**src/rtl/y2r_pkg.sv**
```systemverilog
// ----------------------------------------------------------------------------
// YUYV to RGB package
// Shared types, coefficients and the channel clamp for the YUYV converter.
// ----------------------------------------------------------------------------
package y2r_pkg;

  localparam int unsigned ChanW = 8;
  localparam int unsigned SumW  = 18;

  localparam logic signed [SumW-1:0] CoefRv = 18'sd359;
  localparam logic signed [SumW-1:0] CoefGu = 18'sd88;
  localparam logic signed [SumW-1:0] CoefGv = 18'sd183;
  localparam logic signed [SumW-1:0] CoefBu = 18'sd454;
  localparam logic [ChanW-1:0]       ChanMax = 8'd255;

  typedef struct packed {
    logic [ChanW-1:0] red;
    logic [ChanW-1:0] green;
    logic [ChanW-1:0] blue;
  } rgb_t;

  function automatic logic [ChanW-1:0] clamp_chan(input logic signed [SumW-1:0] sum);
    logic [ChanW-1:0] res;
    if (sum[SumW-1]) begin
      res = '0;
    end else if (sum[SumW-2]) begin
      res = ChanMax;
    end else begin
      res = sum[SumW-3:SumW-2-ChanW];
    end
    return res;
  endfunction

endpackage

```
**src/rtl/y2r_pixel.sv**
```systemverilog
// ----------------------------------------------------------------------------
// YUYV to RGB pixel converter
// Forms one RGB888 pixel from a luma byte and offset-free chroma in 8.8
// fixed point, with floor shift and clamp to 0..255.
// ----------------------------------------------------------------------------
module y2r_pixel
  import y2r_pkg::*;
(
  input  logic [ChanW-1:0]        luma_i,
  input  logic signed [ChanW-1:0] cb_i,
  input  logic signed [ChanW-1:0] cr_i,
  output rgb_t                    rgb_o
);

  logic signed [SumW-1:0] base;
  logic signed [SumW-1:0] cb_ext;
  logic signed [SumW-1:0] cr_ext;
  logic signed [SumW-1:0] sum_r;
  logic signed [SumW-1:0] sum_g;
  logic signed [SumW-1:0] sum_b;

  assign base   = $signed({2'b00, luma_i, 8'h00});
  assign cb_ext = SumW'(cb_i);
  assign cr_ext = SumW'(cr_i);

  assign sum_r = base + CoefRv * cr_ext;
  assign sum_g = base - CoefGu * cb_ext - CoefGv * cr_ext;
  assign sum_b = base + CoefBu * cb_ext;

  assign rgb_o.red   = clamp_chan(sum_r);
  assign rgb_o.green = clamp_chan(sum_g);
  assign rgb_o.blue  = clamp_chan(sum_b);

endmodule

```
**src/rtl/yuyv_to_rgb_fixed_point_unit.sv**
```systemverilog
// ----------------------------------------------------------------------------
// YUYV to RGB888 converter
// Converts one YUYV macropixel to two RGB888 pixels per item.
//
//   channel  direction  handshake                 payload
//   in       input      in_valid_i / in_stall_o   luma, chroma, frame end
//   out      output     out_valid_o / out_stall_i two RGB pixels, frame end
//
// One item per cycle sustained while the output is not stalled; an item passes the
// input register, then the result register around the conversion logic.
// Reset clears both valid flags; payload registers are not reset.
// An empty input register still fills while a result is stalled, so the
// input stalls only when both stages hold an item.
// ----------------------------------------------------------------------------
module yuyv_to_rgb_fixed_point_unit
  import y2r_pkg::*;
(
  input  logic             clk_i,
  input  logic             rst_ni,
  input  logic             in_valid_i,
  output logic             in_stall_o,
  input  logic [ChanW-1:0] luma_first_i,
  input  logic [ChanW-1:0] chroma_blue_i,
  input  logic [ChanW-1:0] luma_second_i,
  input  logic [ChanW-1:0] chroma_red_i,
  input  logic             frame_end_i,
  output logic             out_valid_o,
  input  logic             out_stall_i,
  output logic [ChanW-1:0] red_first_o,
  output logic [ChanW-1:0] green_first_o,
  output logic [ChanW-1:0] blue_first_o,
  output logic [ChanW-1:0] red_second_o,
  output logic [ChanW-1:0] green_second_o,
  output logic [ChanW-1:0] blue_second_o,
  output logic             frame_end_out_o
);

  logic                    s1_valid_q;
  logic [ChanW-1:0]        luma0_q;
  logic [ChanW-1:0]        luma1_q;
  logic signed [ChanW-1:0] cb_q;
  logic signed [ChanW-1:0] cr_q;
  logic                    s1_frame_end_q;
  logic                    out_valid_q;
  rgb_t                    pix0_q;
  rgb_t                    pix1_q;
  rgb_t                    pix0_d;
  rgb_t                    pix1_d;
  logic                    frame_end_q;
  logic                    advance;
  logic                    s1_load;
  logic                    in_accept;

  assign advance   = !(out_valid_q && out_stall_i);
  assign s1_load   = advance || !s1_valid_q;
  assign in_stall_o = !s1_load;
  assign in_accept = in_valid_i && s1_load;

  y2r_pixel u_pix0 (
    .luma_i (luma0_q),
    .cb_i   (cb_q),
    .cr_i   (cr_q),
    .rgb_o  (pix0_d)
  );

  y2r_pixel u_pix1 (
    .luma_i (luma1_q),
    .cb_i   (cb_q),
    .cr_i   (cr_q),
    .rgb_o  (pix1_d)
  );

  always_ff @(posedge clk_i or negedge rst_ni) begin
    if (!rst_ni) begin
      s1_valid_q  <= 1'b0;
      out_valid_q <= 1'b0;
    end else begin
      if (s1_load) begin
        s1_valid_q <= in_valid_i;
      end
      if (advance) begin
        out_valid_q <= s1_valid_q;
      end
    end
  end

  // drop the offset of 128 by flipping the top bit
  always_ff @(posedge clk_i) begin
    if (in_accept) begin
      luma0_q        <= luma_first_i;
      luma1_q        <= luma_second_i;
      cb_q           <= {~chroma_blue_i[ChanW-1], chroma_blue_i[ChanW-2:0]};
      cr_q           <= {~chroma_red_i[ChanW-1], chroma_red_i[ChanW-2:0]};
      s1_frame_end_q <= frame_end_i;
    end
    if (advance && s1_valid_q) begin
      pix0_q      <= pix0_d;
      pix1_q      <= pix1_d;
      frame_end_q <= s1_frame_end_q;
    end
  end

  assign out_valid_o     = out_valid_q;
  assign red_first_o     = pix0_q.red;
  assign green_first_o   = pix0_q.green;
  assign blue_first_o    = pix0_q.blue;
  assign red_second_o    = pix1_q.red;
  assign green_second_o  = pix1_q.green;
  assign blue_second_o   = pix1_q.blue;
  assign frame_end_out_o = frame_end_q;

  a_accept_fills_s1 : assert property (@(posedge clk_i) disable iff (!rst_ni)
    in_accept |=> s1_valid_q)
    else $error("accepted item not held in input register");

  a_s1_moves_out : assert property (@(posedge clk_i) disable iff (!rst_ni)
    s1_valid_q && advance |=> out_valid_q)
    else $error("input register item lost on advance");

  a_stall_only_full : assert property (@(posedge clk_i) disable iff (!rst_ni)
    in_stall_o |-> s1_valid_q && out_valid_q)
    else $error("input stalled with a free stage");

  a_frame_end_follows : assert property (@(posedge clk_i) disable iff (!rst_ni)
    s1_valid_q && advance |=> frame_end_out_o == $past(s1_frame_end_q))
    else $error("frame end flag not carried to result");

endmodule

```
**config.mk**
```make
export PLATFORM = sky130hd
export DESIGN_NAME = yuyv_to_rgb_fixed_point_unit
export DESIGN_NICKNAME = d
export VERILOG_FILES = /design/src/rtl/y2r_pkg.sv /design/src/rtl/y2r_pixel.sv /design/src/rtl/yuyv_to_rgb_fixed_point_unit.sv
export SDC_FILE = /design/constraint.sdc
export NUM_CORES = 1
export LEC_CHECK = 0
export BUFFER_PORTS_ARGS = -buffer_cell sky130_fd_sc_hd__buf_4
export CAP_MARGIN = 20
export CORE_ASPECT_RATIO = 1.25
export CORE_UTILIZATION = 40
export CTS_BUF_LIST = sky130_fd_sc_hd__clkbuf_8
export CTS_CLUSTER_DIAMETER = 30
export DETAILED_ROUTE_END_ITERATION = 8
export GPL_TIMING_DRIVEN = 0
export HOLD_SLACK_MARGIN = 0.08
export PLACE_DENSITY = 0.61
export SKIP_LAST_GASP = 1
export SLEW_MARGIN = 20
export SYNTH_ARGS = -nofsm -noshare
export SYNTH_HDL_FRONTEND = slang
export SYNTH_SLANG_ARGS = --single-unit
```
**constraint.sdc**
```tcl
create_clock -name clk_i -period 18.6 [get_ports clk_i]
set_input_delay 1.86 -clock clk_i [delete_from_list [all_inputs] [get_ports clk_i]]
set_output_delay 1.86 -clock clk_i [all_outputs]
set_load 0.02 [all_outputs]
```
==> flow_summary_export.csv, run 1 <==
group,metric,value,unit
logic_synthesis,synth_area_leader_cell,"edfxtp_1",
grt,antenna_found_initial,0,
logic_synthesis,synth_compound_area_share,15.1,%
logic_synthesis,synth.mux.area_fraction,0.0985,%
logic_synthesis,synthSimpleGateAreaFrac,8.57,%
critical_path,crit_arrival,7.14,ns
sta,relSlewSlack,46.8,%
clock_tree,postCtsSetupBuffers,0,
floorplan,die_h,180,µm
floorplan,dieArea,26000,µm²
placement,dp_hpwl,18.8,mm
sta,final.min_clock_period,6.89,ns
drt,wl_met2,11.6,mm
drt,top_layer_used,"met4",
floorplan,initial_core_util,41.0,%
logic_synthesis,ys_types,67,
drt,vias,7208,
sta,final_hold_viol_count,0,
logic_synthesis,synth_top_family_by_area,"adder cells",
logic_synthesis,ys_warn_count,0,
critical_path,reg2reg_depth,24,
grt,grt_remaining_overflow,0,
worst_hold_path,hold_class,"reg -> reg",
critical_path,regToRegEndpoint,"green_second_o[7]",
run,drv_cap,0,
clock_tree,htreeDepth,3,
drt,wl,22.1,mm
logic_synthesis,synthAdderAreaFrac,36.5,%
drt,drc,0,
clock_tree,cts_hold_buf,0,
drt,met1Wirelength,9.35,mm
critical_path,start_kind,"flop",
critical_path,worstPathRequired,18.85,ns
sta,drv_slew,0,
sta,tightest_slew,0.778,ns
grt,grt_pass1_vias,7341,
grt,grt_pass1_wl,36.0,mm
critical_path,crit_type,"reg -> reg",
critical_path,reg2reg_from,"cr_q[6]",
floorplan,rows,64,
placement,portBuffers,87,
sta,rsz0062_at_grt,"no",
logic_synthesis,avgSynthCellArea,10.1,µm²
clock_tree,cts_resized,0,
grt,grt_max_degree,21,
finish,fillerInstances,2348,
sta,setup-violations-final,0,
sta,fmax,145,MHz
sta,setup_tns,0,ns
logic_synthesis,ys_seq_area_share,24.7,%
logic_synthesis,synth_xor_xnor_area_share,7.86,%
finish,diodes,0,
drt,drt_iter0_markers,291,
worst_hold_path,worstHoldPathCells,0,
clock_tree,clkSinkCount,84,
floorplan,die_x,145,µm
grt,grt_usage,18.1,%
logic_synthesis,mappedNetlistArea,10200,µm²
drt,detail-route-antenna-nets,0,
placement,gp_congestion,0.867,
clock_tree,cts_buffer_depth,2,
logic_synthesis,synth_ff_type,"edfxtp_1",
critical_path,cp_max_fo,8,
critical_path,critical_path.endpoint,"green_second_o[7]",
clock_tree,cts_tree,"built",
drt,via_per_inst,5.00,
sta,post-route-period-util,37.1,%
finish,area_growth_syn_to_layout,13.2,%
sta,finalClockSkew,0.0308,ns
critical_path,r2r_slack,11.71,ns
clock_tree,ctsRootBufferMaster,"clkbuf_8",
finish,final_nets,1400,
logic_synthesis,synth_top_area_share,24.2,%
clock_tree,path_clk_slew,0.12,ns
logic_synthesis,synth_edf_count,82,
floorplan,io_pins,88,
drt,routedWlPerCell,15.3,µm
logic_synthesis,synth_area_leaders,"edfxtp_1 (24%), ha_1 (24%), fa_1 (13%)",
outcome,outcome,"completed",
drt,met3_length,656,µm
logic_synthesis,synth_nets,1299,
drt,first_pass_iters,5,
logic_synthesis,netlist_instances,1005,
critical_path,cp-startpoint,"cr_q[6]",
logic_synthesis,ys_seq_elements,84,
clock_tree,numCtsBuffers,9,
critical_path,end_kind,"flop",
finish,drive_gt1_share,12.2,%
logic_synthesis,synthArstFlopShare,2.38,%
floorplan,design.core.area,24700,µm²
clock_tree,insertion_delay,0.41,ns
[placed cells by master (no fill, tap or decap), types with 19 or more instances in the layout]
cell type,Yosys,final
inv_1,192,193
ha_1,192,192
buf_4,0,87
edfxtp_1,82,82
fa_1,65,65
nor2_1,62,62
a21oi_1,53,53
o21a_1,53,53
xnor2_1,52,52
o21ai_0,30,30
nand2_1,21,21
a21o_1,21,21
xor2_1,19,19
[cell usage after synthesis (all sizes together) (3+ instances only)]
| cell | count |
|---|---|
| nor2 | 63 |
| ha | 192 |
| o21a | 53 |
| nand3 | 17 |
| fa | 65 |
| a21o | 21 |
| o21ai | 34 |
| and2 | 10 |
| o31a | 3 |
| xor2 | 20 |
| nor3 | 14 |
| and3 | 6 |
| inv | 192 |
| nand4 | 3 |
| or2 | 6 |
| nand2b | 8 |
| xnor2 | 57 |
| o2111ai | 3 |
| nand2 | 21 |
| edfxtp | 82 |
| o21bai | 9 |
| or3 | 5 |
| a31oi | 3 |
| a211oi | 7 |
| a21oi | 58 |
| o31ai | 3 |
| a21boi | 6 |
| nor2b | 10 |
[routing by layer]
layer,vias up,track usage [%]
li1,3662,-
met5,-,0
met2,108,33.3
met1,3416,21.3
met3,22,2.44
met4,0,5.89
[flip-flops by register name, summed over array words and instances (netlist names)]
signal	cells
cr_q	8
luma0_q	8
s1_valid_q	1
blue_second_o	8
blue_first_o	8
green_second_o	8
green_first_o	8
luma1_q	8
s1_frame_end_q	1
out_valid_o	1
cb_q	8
red_second_o	8
frame_end_out_o	1
red_first_o	8
[area by class of cell]
cell class                      count  area, µm²  area share (%)
Clock inverter                      7       51.3           0.446
Inverter                          192        721            6.27
Clock buffer                        9        124            1.08
Sequential cell                    84       2510            21.9
Tap cell                          330        413            3.59
Multi-Input combinational cell    727       6930            60.3
Buffer                              2       7.51          0.0653
Timing Repair Buffer               90        736            6.40
[cells by family after synthesis]
group,count (synthesis)
xor gates and xnor gates,79
muxes,1
adders and majority gates,257
DFF,84
AOI/OAI and AO/OA,218
buffers and inverters,194
and+or+nand+nor,172
[worst min path at each step]
stage                              start         endpoint
after global routing      s1_frame_end_q  frame_end_out_o
after global placement    s1_frame_end_q  frame_end_out_o
after CTS                 s1_frame_end_q  frame_end_out_o
final                     s1_frame_end_q  frame_end_out_o
after floorplan           s1_frame_end_q  frame_end_out_o
after detailed placement  s1_frame_end_q  frame_end_out_o
[critical path: stages (launching register included)]
cell,delay [ns]
edfxtp_1,0.53
inv_1,0.23
ha_1,0.33
ha_1,0.29
inv_1,0.05
fa_1,0.48
fa_1,0.54
inv_1,0.04
ha_1,0.32
a21o_1,0.17
a21oi_1,0.24
o21bai_1,0.09
a21oi_1,0.23
o21ai_0,0.22
xor2_1,0.22
fa_1,0.52
inv_1,0.05
ha_1,0.35
nand2_1,0.11
o31a_1,0.32
o311a_1,0.16
o31ai_1,0.26
a21oi_1,0.12
xnor2_1,0.60
o21a_1,0.25
[metrics by stage]
stage	cells	hold slack, ns	instance area, µm²	worst slack [ns]	utilization [%]
floorplan	1005	0.400	10200	12.60	-
CTS	1441	0.430	11500	11.63	46.5
finish	1441	0.430	11500	11.71	46.5
global route	1441	0.457	11500	11.23	46.5
global placement	1422	0.402	11200	10.49	45.4
detailed placement	1425	0.406	11300	11.72	45.7
Power of run 1 is left out: the tool's default activity adds up to more than one toggle a clock period on the data nets, which glitch-free logic cannot reach.
==> inputs of run 2 (changes only) <==
==> constraint.sdc (replaced) <==
create_clock -name clk_i -period 6.6 [get_ports clk_i]
set_input_delay 0.66 -clock clk_i [delete_from_list [all_inputs] [get_ports clk_i]]
set_output_delay 0.66 -clock clk_i [all_outputs]
set_load 0.02 [all_outputs]
==> flow_summary_export.csv, run 2 (synthesized netlist as in run 1, its figures left out) <==
group,metric,value,unit
outcome,outcome,"completed",
critical_path,cpLargestDelayFamily,"adder cells",
sta,final.min_clock_period,6.35,ns
grt,grt_remaining_overflow,0,
sta,fin_hold_ws,0.410,ns
finish,fillerInstances,2337,
clock_tree,clkSinkCount,84,
drt,routedWlPerCell,15.2,µm
critical_path,start_kind,"flop",
sta,setup-violations-final,0,
drt,first_pass_iters,4,
critical_path,slowest_delay,0.54,ns
sta,tightest_slew,0.669,ns
placement,place_area,11300,µm²
drt,drc,0,
finish,layout_common_cells,"inv_1 (192), ha_1 (189), buf_4 (106)",
clock_tree,insertion_delay,0.41,ns
worst_hold_path,hold_class,"in -> reg",
critical_path,slowest_stage,"or4b_4",
placement,portBuffers,87,
sta,relSlewSlack,55.1,%
finish,post-route-cell-area,11800,µm²
clock_tree,cts_buffer_depth,2,
finish,multiInputGateArea,7040,µm²
drt,vias,7304,
clock_tree,ctsRootBufferMaster,"clkbuf_8",
grt,grt_usage,18.2,%
floorplan,io_pins,88,
floorplan,design.core.area,24700,µm²
finish,final_common_cell,"inv_1",
finish,area_growth_syn_to_layout,15.7,%
drt,detail-route-antenna-nets,0,
floorplan,die_x,145,µm
sta,finalClockSkew,0.0327,ns
sta,setup_tns,0,ns
grt,grt_pass1_vias,7375,
critical_path,crit_arrival,6.60,ns
clock_tree,numCtsBuffers,9,
grt,grt_pass1_wl,36.2,mm
critical_path,end_kind,"flop",
sta,fmax,157,MHz
clock_tree,path_clk_slew,0.12,ns
sta,worst_slack,0.250,ns
placement,place_ws,-0.284,ns
sta,drv_slew,0,
grt,grt_max_degree,21,
sta,final_hold_viol_count,0,
floorplan,initial_core_util,41.0,%
floorplan,die_h,180,µm
critical_path,crit_type,"reg -> reg",
placement,gp_congestion,0.867,
finish,drive_gt1_share,14.9,%
clock_tree,cts_tree,"built",
finish,final_nets,1420,
drt,drt_iter0_markers,288,
floorplan,rows,64,
sta,post-route-period-util,96.2,%
floorplan,dieArea,26000,µm²
critical_path,path_cells,"buf_4, buf_4, ha_1, ha_1, fa_1, inv_1, fa_1, inv_1, ha_1, nor2b_1, o21a_1, o22ai_2, inv_1, a21oi_2, xnor2_2, fa_1, inv_1, ha_1, and4_1, a211o_1, a31o_1, or4b_4, nand3_4, o21a_1",
finish,diodes,0,
grt,antenna_found_initial,0,
placement,dp_hpwl,18.8,mm
drt,wl,22.2,mm
drt,via_per_inst,5.00,
run,drv_cap,0,
clock_tree,htreeDepth,3,
critical_path,cp.buffers_inverters,6,
critical_path,cp_max_fo,8,
critical_path,worstPathRequired,6.85,ns
finish,seq_area,2510,µm²
## run 2: cell count changes in the layout (fill, tap and decap cells not counted), sizes merged
cell         before  now
dlygate4sd3       0    1
buf              90  109
## run 2: final cells by class
type                       count  share of cell area [%]
tap                          330                    3.51
clock buffer                   9                    1.05
multi-input combinational    727                    59.9
sequential                    84                    21.4
timing repair buffer         110                    7.56
clock inverter                 7                   0.436
buffer                         2                  0.0639
inverter                     192                    6.13
## run 2: worst register-to-register path, delay by kind of cell, from the launching register on
family | cells | cell delay (ns)
buf+inv | 6 | 0.52
fa+ha+maj | 7 | 2.77
flops | 1 | 0.44
xor+xnor | 1 | 0.10
simple gates | 4 | 1.02
compound gates | 6 | 1.33
## run 2: metrics by stage
step | instances | utilization [%]
after floorplan | 1005 | -
after global routing | 1461 | 47.5
after CTS | 1452 | 46.9
after detailed placement | 1425 | 45.7
final | 1461 | 47.5
after global placement | 1422 | 45.4
## run 2: metal layers
layer	global-route usage [%]	wire length [µm]	up-vias
met5	0	0	-
met4	5.89	502	0
met3	2.44	625	26
met2	33.5	11700	105
met1	21.4	9410	3471
li1	-	-	3702
## run 2: path summary, 6_finish.rpt
kind | depth (start not counted) | endpoint | slack [ns] | start
hold / removal | 1 | cr_q[3] | 0.41 | chroma_red_i[3]
hold reg to reg | 0 | frame_end_out_o | 0.43 | s1_frame_end_q
max in group asynchronous | 2 | out_valid_o | 5.95 | rst_ni
setup reg to reg | 24 | green_second_o[7] | 0.25 | cr_q[0]
min in group asynchronous | 2 | s1_valid_q | 0.57 | rst_ni
setup / recovery | 24 | green_second_o[7] | 0.25 | cr_q[0]
## run 2: what timing repair did
item / CTS / global route
hold endpoints to repair: 2 / 0
setup endpoints to repair: 16 / 16
pin swaps: 1 / 1
hold buffers: 1 / 0
setup buffers: 10 / 9
gates resized for setup: 7 / 13
Power of run 2 is left out for the same reason.
==> inputs of run 3 (changes only) <==
--- a/config.mk
+++ b/config.mk
@@ -5,6 +5,7 @@
 export SDC_FILE = /design/constraint.sdc
 export NUM_CORES = 1
 export LEC_CHECK = 0
+export ABC_AREA = 1
 export BUFFER_PORTS_ARGS = -buffer_cell sky130_fd_sc_hd__buf_4
 export CAP_MARGIN = 20
 export CORE_ASPECT_RATIO = 1.25
==> flow_summary_export.csv, run 3 <==
group,metric,value,unit
outcome,outcome,"completed",
clock_tree,numCtsBuffers,9,
grt,grt_pass1_vias,9175,
worst_hold_path,hold_class,"in -> reg",
logic_synthesis,synth_edf_count,82,
clock_tree,insertion_delay,0.42,ns
clock_tree,cts_resized,0,
critical_path,reg2reg_depth,24,
critical_path,end_kind,"flop",
floorplan,design.core.area,27600,µm²
sta,finalClockSkew,0.0237,ns
logic_synthesis,mappedNetlistArea,11200,µm²
sta,relSlewSlack,47.4,%
logic_synthesis,ys_seq_area_share,22.5,%
logic_synthesis,ys_seq_elements,84,
logic_synthesis,ys_types,42,
floorplan,io_pins,88,
sta,rsz0062_at_grt,"no",
clock_tree,ctsRootBufferMaster,"clkbuf_8",
drt,via_per_inst,4.85,
placement,portBuffers,87,
critical_path,worstPathRequired,6.76,ns
floorplan,die_x,151,µm
finish,diodes,0,
logic_synthesis,synth_top_family_by_area,"adder cells",
logic_synthesis,synth_area_leader_cell,"edfxtp_1",
sta,drv_slew,0,
drt,vias,9012,
grt,grt_usage,20.1,%
logic_synthesis,synthAdderAreaFrac,33.2,%
drt,drt_iter0_markers,323,
floorplan,dieArea,28600,µm²
sta,post-route-period-util,92.6,%
critical_path,crit_arrival,6.28,ns
logic_synthesis,netlist_instances,1384,
logic_synthesis,synth.mux.area_fraction,0,%
drt,first_pass_iters,4,
logic_synthesis,yosysMostFrequentCell,"inv_1",
floorplan,rows,68,
sta,tightest_slew,0.787,ns
clock_tree,clkSinkCount,84,
finish,final_common_cell,"inv_1",
drt,routedWlPerCell,14.4,µm
logic_synthesis,ys_warn_count,0,
critical_path,crit_type,"reg -> reg",
clock_tree,cts_tree,"built",
logic_synthesis,synthSimpleGateAreaFrac,20.3,%
worst_hold_path,holdCritStartpoint,"luma_first_i[2]",
clock_tree,cts_buffer_depth,2,
sta,final_hold_viol_count,0,
logic_synthesis,synth_ff_type,"edfxtp_1",
placement,dp_hpwl,23.1,mm
critical_path,cp_max_fo,7,
critical_path,regToRegEndpoint,"green_second_o[7]",
drt,detail-route-antenna-nets,0,
logic_synthesis,synth_xor_xnor_area_share,6.04,%
logic_synthesis,synthArstFlopShare,2.38,%
worst_hold_path,min_to,"luma0_q[2]",
logic_synthesis,synth_compound_area_share,7.17,%
finish,area_growth_syn_to_layout,13.8,%
logic_synthesis,avgSynthCellArea,8.07,µm²
logic_synthesis,synth_top_area_share,22.1,%
grt,grt_pass1_wl,43.8,mm
sta,setup-violations-final,0,
drt,drc,0,
finish,drive_gt1_share,11.9,%
drt,wl,26.8,mm
logic_synthesis,synth_area_leaders,"edfxtp_1 (22%), ha_1 (22%), fa_1 (12%)",
critical_path,reg2reg_from,"cr_q[5]",
logic_synthesis,synth_nets,1678,
grt,grt_remaining_overflow,0,
placement,gp_congestion,0.883,
sta,final.min_clock_period,6.11,ns
grt,grt_max_degree,34,
finish,layout_common_cells,"inv_1 (308), nand2_1 (266), ha_1 (192)",
sta,setup_tns,0,ns
floorplan,initial_core_util,40.5,%
grt,antenna_found_initial,0,
clock_tree,path_clk_slew,0.11,ns
logic_synthesis,synth_common_cells,"inv_1 (309), nand2_1 (266), ha_1 (192), nor2_1 (89)",
critical_path,r2r_slack,0.49,ns
clock_tree,htreeDepth,3,
worst_hold_path,worstHoldPathCells,1,
finish,final_nets,1798,
run,drv_cap,0,
floorplan,die_h,189,µm
sta,fmax,164,MHz
critical_path,start_kind,"flop",
-- run 3: repair_timing --
item	in CTS	in global routing
hold buffers	1	0
endpoints found under the setup margin	0	3
endpoints found under the hold margin	2	0
buffers inserted	0	19
-- run 3: cell families after synthesis --
group	after synthesis
adders and majority gates	257
buffers and inverters	318
xor gates and xnor gates	77
AOI/OAI and AO/OA	141
and+or+nand+nor	507
DFF	84
-- run 3: cell type report --
type                       instances  area (µm²)
fill                            2799       14900
multi-input combinational        982        7460
sequential                        84        2510
inverter                         316        1190
timing repair buffer             109         861
tap                              350         438
clock buffer                       9         124
clock inverter                     7         106
buffer                             2        16.3
-- run 3: how the worst max path moves through the flow --
stage | from | to | cells past startpoint
CTS | cr_q[6] | green_second_o[4] | 24
floorplan | cr_q[2] | green_first_o[0] | 25
global placement | cr_q[2] | green_first_o[0] | 25
global route | cr_q[6] | green_first_o[1] | 29
finish | cr_q[5] | green_second_o[7] | 24
detailed placement | cr_q[2] | green_first_o[1] | 25
-- run 3: layer usage --
metal  track usage, %  wire length [µm]
met1             22.7             11200
met2             37.2             14000
met3             2.49               605
met4             8.35              1000
met5                0                 0
-- run 3: worst max-delay path, stage by stage (launching register included) --
cell and delay [ns]:
edfxtp_1 0.52, inv_1 0.11, ha_1 0.37, ha_1 0.29, inv_1 0.05, fa_1 0.49, fa_1 0.54, inv_1 0.04
ha_1 0.36, nand3_1 0.09, nand2_1 0.17, a21oi_1 0.12, o21ai_0 0.31, xor2_1 0.41, fa_1 0.50, inv_1 0.07
ha_1 0.28, a21oi_1 0.25, o21ai_0 0.20, a21oi_1 0.25, nand2_1 0.10, nand2_1 0.08, nand2_2 0.08, nor2_1 0.10
nor2_1 0.05
-- run 3: through the flow --
stage	setup WS [ns]	cell area (µm²)	cells	hold WS (ns)	util, %
2_1_floorplan	1.30	11200	1384	0.364	-
3_3_place_gp	0.495	12300	1821	0.409	44.5
3_5_place_dp	0.455	12300	1823	0.415	44.7
4_1_cts	0.409	12600	1840	0.385	45.6
5_1_grt	0.0355	12700	1859	0.386	46.1
6_report	0.487	12700	1859	0.408	46.1
Power of run 3 is left out for the same reason.
